$ cat config.mk
export PLATFORM = sky130hd
export DESIGN_NAME = circular_double_ended_queue
export DESIGN_NICKNAME = d
export VERILOG_FILES = /design/src/rtl/cdq_pkg.sv /design/src/rtl/cdq_mem.sv /design/src/rtl/cdq_ctrl.sv /design/src/rtl/circular_double_ended_queue.sv
export SDC_FILE = /design/constraint.sdc
export NUM_CORES = 1
export LEC_CHECK = 0
export BUFFER_PORTS_ARGS = -buffer_cell sky130_fd_sc_hd__buf_2
export CORE_UTILIZATION = 25
export CTS_CLUSTER_DIAMETER = 40
export DETAILED_ROUTE_END_ITERATION = 8
export GPL_ROUTABILITY_DRIVEN = 0
export PLACE_DENSITY_LB_ADDON = 0.25
export SLEW_MARGIN = 20
export SYNTH_ARGS = -nofsm -noshare
export SYNTH_HDL_FRONTEND = slang
export SYNTH_SLANG_ARGS = --single-unit
$ cat constraint.sdc
create_clock -name clk -period 4.9 [get_ports clk]
set_input_delay 0.49 -clock clk [delete_from_list [all_inputs] [get_ports clk]]
set_output_delay 0.49 -clock clk [all_outputs]
set_load 0.02 [all_outputs]
$ cat src/rtl/cdq_pkg.sv
// Package with operation and status codes and the item types of the circular deque.
package cdq_pkg;

	typedef enum logic [1:0] {
		OP_PUSH_FRONT = 2'd0,
		OP_PUSH_REAR  = 2'd1,
		OP_POP_FRONT  = 2'd2,
		OP_POP_REAR   = 2'd3
	} op_t;

	typedef enum logic [1:0] {
		ST_DONE  = 2'd0,
		ST_FULL  = 2'd1,
		ST_EMPTY = 2'd2
	} status_t;

	typedef struct packed {
		op_t                operation;
		logic signed [31:0] push_value;
	} in_item_t;

	typedef struct packed {
		status_t            status;
		logic signed [31:0] popped_value;
		logic [3:0]         entry_count;
		logic               is_full;
		logic               is_empty;
	} out_item_t;

endpackage

$ cat src/rtl/cdq_mem.sv
// Entry store of the deque: one write port, one read port with registered read data.
module cdq_mem import cdq_pkg::*; #(
	parameter int DEPTH      = 8,
	parameter int DATA_WIDTH = 32
) (
	input  logic                          clk,
	input  logic                          wr_en,
	input  logic [$clog2(DEPTH)-1:0]      wr_addr,
	input  logic [DATA_WIDTH-1:0]         wr_data,
	input  logic                          rd_en,
	input  logic [$clog2(DEPTH)-1:0]      rd_addr,
	output logic [DATA_WIDTH-1:0]         rd_data
);

	logic [DATA_WIDTH-1:0] mem_q [DEPTH];

	// Write the pushed entry
	always_ff @(posedge clk) begin
		if (wr_en) begin
			mem_q[wr_addr] <= wr_data;
		end
	end

	// Read the popped entry into the registered read data
	always_ff @(posedge clk) begin
		if (rd_en) begin
			rd_data <= mem_q[rd_addr];
		end
	end

endmodule

$ cat src/rtl/cdq_ctrl.sv
// Pointer and count control of the deque: decodes each item and drives the store.
module cdq_ctrl import cdq_pkg::*; #(
	parameter int DEPTH      = 8,
	parameter int DATA_WIDTH = 32
) (
	input  logic                          clk,
	input  logic                          arst_n,
	input  logic                          start,
	input  in_item_t                      request,
	output logic                          done,
	output out_item_t                     result,
	output logic                          wr_en,
	output logic [$clog2(DEPTH)-1:0]      wr_addr,
	output logic [DATA_WIDTH-1:0]         wr_data,
	output logic                          rd_en,
	output logic [$clog2(DEPTH)-1:0]      rd_addr,
	input  logic [DATA_WIDTH-1:0]         rd_data
);

	localparam int AW = $clog2(DEPTH);
	localparam int CW = $clog2(DEPTH + 1);

	logic [AW-1:0] head_q, tail_q;
	logic [CW-1:0] count_q;

	logic [AW-1:0] head_d, tail_d;
	logic [CW-1:0] count_d;
	status_t       status_d;
	logic          pop_ok;
	logic          is_push;
	logic          full_now, empty_now;
	logic [AW-1:0] head_inc, head_dec, tail_inc, tail_dec;
	logic [DATA_WIDTH+31:0] push_ext;
	logic [DATA_WIDTH+31:0] pop_ext;
	logic [CW+3:0]          count_ext;

	// Result stage registers
	logic          done_q;
	logic          pop_s1;
	status_t       status_s1;
	logic [CW-1:0] count_s1;

	function automatic logic [AW-1:0] wrap_inc(input logic [AW-1:0] p);
		wrap_inc = (p == AW'(DEPTH - 1)) ? '0 : p + AW'(1);
	endfunction

	function automatic logic [AW-1:0] wrap_dec(input logic [AW-1:0] p);
		wrap_dec = (p == '0) ? AW'(DEPTH - 1) : p - AW'(1);
	endfunction

	assign head_inc  = wrap_inc(head_q);
	assign head_dec  = wrap_dec(head_q);
	assign tail_inc  = wrap_inc(tail_q);
	assign tail_dec  = wrap_dec(tail_q);
	assign full_now  = (count_q == CW'(DEPTH));
	assign empty_now = (count_q == '0);
	assign is_push   = (request.operation == OP_PUSH_FRONT) ||
	                   (request.operation == OP_PUSH_REAR);
	assign push_ext  = {{DATA_WIDTH{1'b0}}, request.push_value};
	assign wr_data   = push_ext[DATA_WIDTH-1:0];

	// Decode the operation: next pointers, count, status and store access
	always_comb begin
		head_d   = head_q;
		tail_d   = tail_q;
		count_d  = count_q;
		status_d = ST_DONE;
		pop_ok   = 1'b0;
		wr_en    = 1'b0;
		wr_addr  = '0;
		rd_en    = 1'b0;
		rd_addr  = '0;
		if (is_push) begin
			if (full_now) begin
				status_d = ST_FULL;
			end else begin
				wr_en   = start;
				count_d = count_q + CW'(1);
				if (empty_now) begin
					head_d  = '0;
					tail_d  = '0;
					wr_addr = '0;
				end else if (request.operation == OP_PUSH_FRONT) begin
					head_d  = head_dec;
					wr_addr = head_dec;
				end else begin
					tail_d  = tail_inc;
					wr_addr = tail_inc;
				end
			end
		end else begin
			if (empty_now) begin
				status_d = ST_EMPTY;
			end else begin
				pop_ok  = 1'b1;
				rd_en   = start;
				count_d = count_q - CW'(1);
				if (request.operation == OP_POP_FRONT) begin
					rd_addr = head_q;
					head_d  = head_inc;
				end else begin
					rd_addr = tail_q;
					tail_d  = tail_dec;
				end
				if (count_q == CW'(1)) begin
					head_d = '0;
					tail_d = '0;
				end
			end
		end
	end

	// Advance pointers and count on each accepted item
	always_ff @(posedge clk or negedge arst_n) begin
		if (!arst_n) begin
			head_q  <= '0;
			tail_q  <= '0;
			count_q <= '0;
			done_q  <= 1'b0;
		end else begin
			done_q <= start;
			if (start) begin
				head_q  <= head_d;
				tail_q  <= tail_d;
				count_q <= count_d;
			end
		end
	end

	// Hold the result fields for the strobe cycle
	always_ff @(posedge clk) begin
		if (start) begin
			pop_s1    <= pop_ok;
			status_s1 <= status_d;
			count_s1  <= count_d;
		end
	end

	// Drive the result; popped data comes straight from the store read port
	assign pop_ext   = {32'b0, rd_data};
	assign count_ext = {4'b0, count_s1};

	always_comb begin
		result.status       = status_s1;
		result.popped_value = pop_s1 ? pop_ext[31:0] : 32'sd0;
		result.entry_count  = count_ext[3:0];
		result.is_full      = (count_s1 == CW'(DEPTH));
		result.is_empty     = (count_s1 == '0);
	end

	assign done = done_q;

endmodule

$ cat src/rtl/circular_double_ended_queue.sv
// Circular double-ended queue: one item per cycle, result strobed in the next cycle.
// Each item's result appears on result with done high in the cycle after start.
// Throughput: one item every cycle; busy stays low, since a pop reads the store
// through its registered read port while the pointers update in the same edge.
// Reset clears pointers and count (queue empty); store entries stay undefined until pushed.
// The receiver cannot stall: every result is valid for exactly one cycle.
module circular_double_ended_queue import cdq_pkg::*; #(
	parameter int DEPTH      = 8,
	parameter int DATA_WIDTH = 32
) (
	input  logic      clk,
	input  logic      arst_n,
	input  logic      start,
	output logic      busy,
	input  in_item_t  request,
	output logic      done,
	output out_item_t result
);

	localparam int AW = $clog2(DEPTH);

	logic                  wr_en, rd_en;
	logic [AW-1:0]         wr_addr, rd_addr;
	logic [DATA_WIDTH-1:0] wr_data, rd_data;

	// Accept an item in every cycle
	assign busy = 1'b0;

	cdq_ctrl #(
		.DEPTH      (DEPTH),
		.DATA_WIDTH (DATA_WIDTH)
	) u_ctrl (
		.clk     (clk),
		.arst_n  (arst_n),
		.start   (start),
		.request (request),
		.done    (done),
		.result  (result),
		.wr_en   (wr_en),
		.wr_addr (wr_addr),
		.wr_data (wr_data),
		.rd_en   (rd_en),
		.rd_addr (rd_addr),
		.rd_data (rd_data)
	);

	cdq_mem #(
		.DEPTH      (DEPTH),
		.DATA_WIDTH (DATA_WIDTH)
	) u_mem (
		.clk     (clk),
		.wr_en   (wr_en),
		.wr_addr (wr_addr),
		.wr_data (wr_data),
		.rd_en   (rd_en),
		.rd_addr (rd_addr),
		.rd_data (rd_data)
	);

endmodule

After elaboration in Yosys (flattened, before gate mapping)
Memories as Yosys holds them, arrays and structs flattened. A register that Yosys moved wholly into a read port is not among the register bits.
Index checks and enable logic that the tools add are counted.
{"block": "classes", "add_sub_neg": 6, "n_mul": 0, "div_mod_pow": 0, "magnitude_cmp": 0, "eq_ne": 12, "shift": 0, "mux": 39, "n_bitwise": 0, "n_reduce_logical": 9}
{"operator": "3-bit 2-to-1 mux", "count": 25}
{"operator": "32-bit 2-to-1 mux", "count": 1}
{"operator": "4-bit 2-to-1 mux", "count": 3}
{"operator": "5-bit AND reduction", "count": 2}
{"operator": "4-bit equality test (second input constant)", "count": 2}
{"operator": "4-bit logical NOT", "count": 2}
{"operator": "1-bit 2-to-1 mux", "count": 8}
{"operator": "3-bit by 1-bit adder with 3-bit output (second input constant)", "count": 2}
{"operator": "3-bit equality test (second input constant)", "count": 2}
{"operator": "3-bit logical NOT", "count": 2}
{"operator": "3-bit inequality test (second input constant)", "count": 2}
{"operator": "3-bit by 1-bit subtractor with 3-bit output (second input constant)", "count": 2}
{"operator": "4-bit by 1-bit adder with 4-bit output (second input constant)", "count": 1}
{"operator": "4-bit by 1-bit equality test with 1-bit output (second input constant)", "count": 1}
{"operator": "2-bit 2-to-1 mux", "count": 2}
{"operator": "4-bit by 1-bit subtractor with 4-bit output (second input constant)", "count": 1}
{"operator": "3-bit by 2-bit inequality test with 1-bit output (second input constant)", "count": 1}
{"operator": "3-bit nonzero test", "count": 1}
{"operator": "2-bit by 1-bit equality test with 1-bit output (second input constant)", "count": 1}
{"operator": "2-bit equality test (second input constant)", "count": 1}
{"operator": "2-bit logical NOT", "count": 1}
{"operator": "2-bit by 1-bit inequality test with 1-bit output (second input constant)", "count": 1}
{"operator": "2-bit inequality test (second input constant)", "count": 1}
{"operator": "1-bit logical OR", "count": 1}
{"block": "word_totals", "ff_bits": 18, "latch_bits": 0, "mem_bits_rw": 256, "mem_bits_ro": 0, "in_bits": 37, "output_inout_bits": 42, "word_cells": 74, "memories": 1}
{"memory": "u_mem.mem_q", "words": 8, "width": 32, "rd": 1, "rd_ports_with_merged_regs": 1, "write_ports": 1, "line_no": "cdq_mem.sv:15", "rtl": "logic [DATA_WIDTH-1:0] mem_q [DEPTH];"}

Depth between registers and ports, before layout
{"block": "logic_depth", "word_depth": 6, "mapped_depth": 9, "ltp_nobuf": 7}

Modules after synthesis
From an unflattened synthesis, not the netlist that was laid out.
{"block": "hier_totals", "cells_unflattened": 609, "hier_area_um2": 12500.7}
{"mod": "cdq_mem", "instances": 1, "cells_each": 415, "area_per_inst_um2": 10786.6, "seq_area_each_um2": 8648.3}
{"mod": "cdq_ctrl", "instances": 1, "cells_each": 192, "area_per_inst_um2": 1702.9, "seq_area_each_um2": 485.5}
{"mod": "circular_double_ended_queue", "instances": 1, "cells_each": 2, "area_per_inst_um2": 11.3, "seq_area_each_um2": 0.0}

Worst setup path after synthesis
No wires, ideal clock.
{"block": "synth_timing", "kind": "reg2reg", "startpoint": "register u_ctrl.count_q[0]", "endpoint": "memory u_mem.mem_q[4][0], enable pin", "arrival_ps": 2890, "required_ps": 4479, "slack_ps": 1589, "path_stages_with_launch": 8, "cell_sequence": "dfrtp_1 > inv_1 > ha_1 > nor2b_1 > and2_1 > a311oi_1 > nand2_1 > nor2_1"}
{"block": "synth_between", "elab_chain_len": 5}
{"element": "from (decl)", "line_no": "cdq_ctrl.sv:24", "rtl": "logic [CW-1:0] count_q;"}
{"element": "from (signal assigned)", "line_no": "cdq_ctrl.sv:125", "rtl": "count_q <= count_d;"}
{"element": "4-bit equality test", "line_no": "cdq_ctrl.sv:55", "rtl": "assign full_now = (count_q == CW'(DEPTH));"}
{"element": "1-bit 2-to-1 mux", "line_no": "cdq_ctrl.sv:74", "rtl": "if (full_now) begin"}
{"element": "1-bit 2-to-1 mux", "line_no": "cdq_ctrl.sv:73", "rtl": "if (is_push) begin"}
{"element": "1-bit 2-to-1 mux", "line_no": "cdq_mem.sv:19", "rtl": "if (wr_en) begin"}
{"element": "1-bit 2-to-1 mux (not written as such)", "line_no": "cdq_mem.sv:20", "rtl": "mem_q[wr_addr] <= wr_data;"}
{"element": "to (decl)", "line_no": "cdq_mem.sv:15"}
Parallel ways exist; a longest one is shown, timed or not.

Worst setup path in the final report
{"block": "layout_timing", "startpoint": "register u_ctrl.head_q[0]", "endpoint": "memory u_mem.mem_q[6][6], enable pin"}
{"block": "layout_between", "elab_chain_len": 6}
{"element": "from (decl)", "line_no": "cdq_ctrl.sv:23", "rtl": "logic [AW-1:0] head_q, tail_q;"}
{"element": "from (signal assigned)", "line_no": "cdq_ctrl.sv:116", "rtl": "head_q <= '0;"}
{"element": "from (signal assigned)", "line_no": "cdq_ctrl.sv:123", "rtl": "head_q <= head_d;"}
{"element": "3-bit by 1-bit subtractor with 3-bit output or 3-bit logical NOT (tied branches)", "line_no": "cdq_ctrl.sv:48", "rtl": "wrap_dec = (p == '0) ? AW'(DEPTH - 1) : p - AW'(1);"}
{"element": "3-bit 2-to-1 mux *", "line_no": "cdq_ctrl.sv:48"}
{"element": "3-bit 2-to-1 mux *", "line_no": "cdq_ctrl.sv:83", "rtl": "end else if (request.operation == OP_PUSH_FRONT) begin"}
{"element": "3-bit 2-to-1 mux *", "line_no": "cdq_ctrl.sv:79", "rtl": "if (empty_now) begin"}
{"element": "3-bit 2-to-1 mux *", "line_no": "cdq_ctrl.sv:74"}
{"element": "3-bit 2-to-1 mux *", "line_no": "cdq_ctrl.sv:73"}
Every way passes the cells marked *; elsewhere a longest branch is shown, timed or not.

==> flow_summary.ini <==
[worst_setup_path]
critPathMaxFanout = 20
critPathTopFamily = compound AO/OA/AOI/OAI gates
crit_path_cell_trace = inv_1 > ha_1 > nor3_1 > a211o_1 > a211oi_1 > nand2_1 > nor2_4 > buf_4
crit_path_top_delay_cell = a211oi_1
cp.required_ns = 5.13
worst_r2r_path_depth = 8
worst-path-buf-inv = 2
worstSetupPathType = register to register
reg2reg_to = u_mem.mem_q[6][6]$_DFFE_PP_
cp-end-kind = register
critPathArrivalTime_ns = 3.76
reg2reg_slack_ns = 1.38
r2r-start = u_ctrl.head_q[0]$_DFFE_PN0P_
crit_path_max_incr_delay_ns = 0.69
critPathLaunchType = register

[floorplanning]
die_area_um2 = 52400
die_w_um = 229
ios = 79
initial_core_util_pct = 25.5
core_area_um2 = 50500
die-height_um = 229
std_cell_rows = 82

[cells_and_area]
antennaDiodeCount = 0
fin_nets = 990
layout_commonest_cell = edfxtp_1
synthToLayoutAreaGrowth_pct = 20.7
finish.instance_area_um2 = 15600
final_layout_size_suffix_gt1_share_pct = 25.4
stdcell_count = 1645
final_cell_mix = edfxtp_1, nand2_1, buf_2, clkbuf_16, o21ai_0

[power_and_ir_drop]
leakage_nw = 5.37
powerDensity_nw_per_um2 = 556
vdd_drop_max_uv = 224

[cts]
clockRootBuffer = clkbuf_16
clkTransAtPathRegs_ns = 0.06
cts_resized = 0
clock_latency_ns = 0.56
cts_buffers = 43
cts_setup_buffers = 0
cts_buffer_depth = 3
cts_tree = yes
clkSinkCount = 306
hold_buffers = 1
cts_max_level = 2

[logic_synthesis]
synth-adder-area-share_pct = 1.07
synth_cells = 849
syn_nets = 897
ys_seq_area_share_pct = 70.9
synthMuxAreaShare_pct = 3.13
synth.distinct_cells = 54
synth-seq-cells = 306
synth_top_family_by_area = simple AND/OR/NAND/NOR gates
synth_compound_area_share_pct = 10.7
yosys.area_share.simple_pct = 11.4
syn_area_per_cell_um2 = 15.2
syn-cell-area_um2 = 12900
synth_top_flop_cell = edfxtp_1
synth-edff-count = 295
yosys_warnings = 0
async_flop_share_pct = 3.59
synth-xor-area-share_pct = 0.204

[placement]
dp.cells = 1568
place_hpwl_mm = 19.9
post_dp_cell_area_um2 = 14100
port_buffers = 77

[grt]
grt_overflow = 0
grt_pass1_wl_mm = 50.7
grtUsageTotal_pct = 12.7
grt_max_degree = 43
grt_pass1_vias = 7880
antenna_found_initial = 2

[timing]
fin_crit_sh_pct = 71.9
fin_worst_skew_ns = 0.0200
final_max_slew_viol_count = 0
relSlewSlack_pct = 39.1
finalSetupTns_ns = 0
rsz0062_at_grt = no
fmax_mhz = 284
fin_crit_ns = 3.52
final_hold_viol_count = 0
worst_pin_slew_ns = 0.894
setup_viol = 0

[hold_path]
holdPathStages = 1
hold_start = request[17]
hold_class = input pin to register
worstHoldEndpoint = u_mem.mem_q[6][17]$_DFFE_PP_

[routing]
wl_per_cell_um = 20.2
drt_wl_total_mm = 33.2
drc = 0
routed_via_density = 4.58
drt-pass1-iter-count = 5
postRouteAntennaNets = 0
drtIter0Drc = 528
dr_total_vias = 7537

[status]
status = finished, final reports clean

[job]
max_cap_viol_count = 0
==> cell usage after synthesis, drive strengths merged, types with 4 or more instances <==
library cell  number  area [um2]
inv               10        37.5
a21oi             16        80.1
nand2b             7        43.8
mux2i             38         380
o21ai             72         364
buf               26         191
nand3             33         165
ha                11         138
clkbuf            26        97.6
nor2              17        63.8
nor3               4        20.0
nand2             80         300
dfrtp             11         275
and3              64         541
edfxtp           295        8860
and2              35         219
a221oi            62         731
==> state kept, by name, indices dropped and copies added, names as in the netlist <==
name,count
u_ctrl.tail_q,3
u_ctrl.done,1
u_ctrl.pop_s1,1
u_ctrl.count_s1,4
u_ctrl.status_s1,2
u_mem.rd_data,32
u_ctrl.head_q,3
u_ctrl.count_q,4
u_mem.mem_q,256
==> routing by layer <==
| metal | part of all wire, % | wire [um] | GRT usage, % | vias to the layer above |
|---|---|---|---|---|
| met5 | 0.078 | 26 | 0 | - |
| met4 | 1.9 | 630 | 3.31 | 4 |
| met3 | 5.0 | 1650 | 2.66 | 54 |
| met2 | 47 | 15800 | 21.1 | 159 |
| met1 | 46 | 15200 | 16.9 | 3802 |
| li1 | - | - | - | 3518 |
==> through the flow <==
step,power (mW),worst slack [ns],utilization (%),hold WS (ns)
finish,8.65,1.38,30.8,0.217
floorplan,4.89,1.59,-,0.194
global route,9.07,1.09,30.8,0.213
global placement,5.61,1.29,27.9,0.399
detailed placement,5.63,1.29,27.9,0.400
CTS,8.77,1.28,30.8,0.196
==> power by group <==
| group | total [mW] | internal, mW | switching [mW] |
|---|---|---|---|
| sequential | 3.38 | 3.22 | 0.163 |
| clock | 3.11 | 1.90 | 1.21 |
| combinational | 2.15 | 0.770 | 1.38 |
==> worst max path at each step <==
stage,start,end,depth (start not counted)
2_1_floorplan,u_ctrl.count_q[0]$_DFFE_PN0P_,u_mem.mem_q[4][0]$_DFFE_PP_,7
3_3_place_gp,u_ctrl.count_q[0]$_DFFE_PN0P_,u_mem.mem_q[3][19]$_DFFE_PP_,7
3_5_place_dp,u_ctrl.count_q[0]$_DFFE_PN0P_,u_mem.mem_q[7][6]$_DFFE_PP_,7
4_1_cts,u_ctrl.head_q[0]$_DFFE_PN0P_,u_mem.mem_q[7][6]$_DFFE_PP_,8
5_1_grt,u_ctrl.head_q[0]$_DFFE_PN0P_,u_mem.mem_q[3][19]$_DFFE_PP_,8
6_report,u_ctrl.head_q[0]$_DFFE_PN0P_,u_mem.mem_q[6][6]$_DFFE_PP_,8
==> layout make-up <==
type	count	area (um2)
well taps	672	841
clock buffers	47	1090
inverters	10	37.5
multi-input cells	481	3540
repair buffers	100	561
clock inverters	29	353
flip-flops and latches	306	9130
fillers	5017	34900
==> cell families after synthesis <==
kind of cell | count (synthesis)
DFF | 306
adders and majority gates | 11
and+or+nand+nor | 256
muxes | 40
xor gates and xnor gates | 3
buffers and inverters | 62
AOI/OAI and AO/OA | 170
other | 1
(Power assumes the default switching activity.)
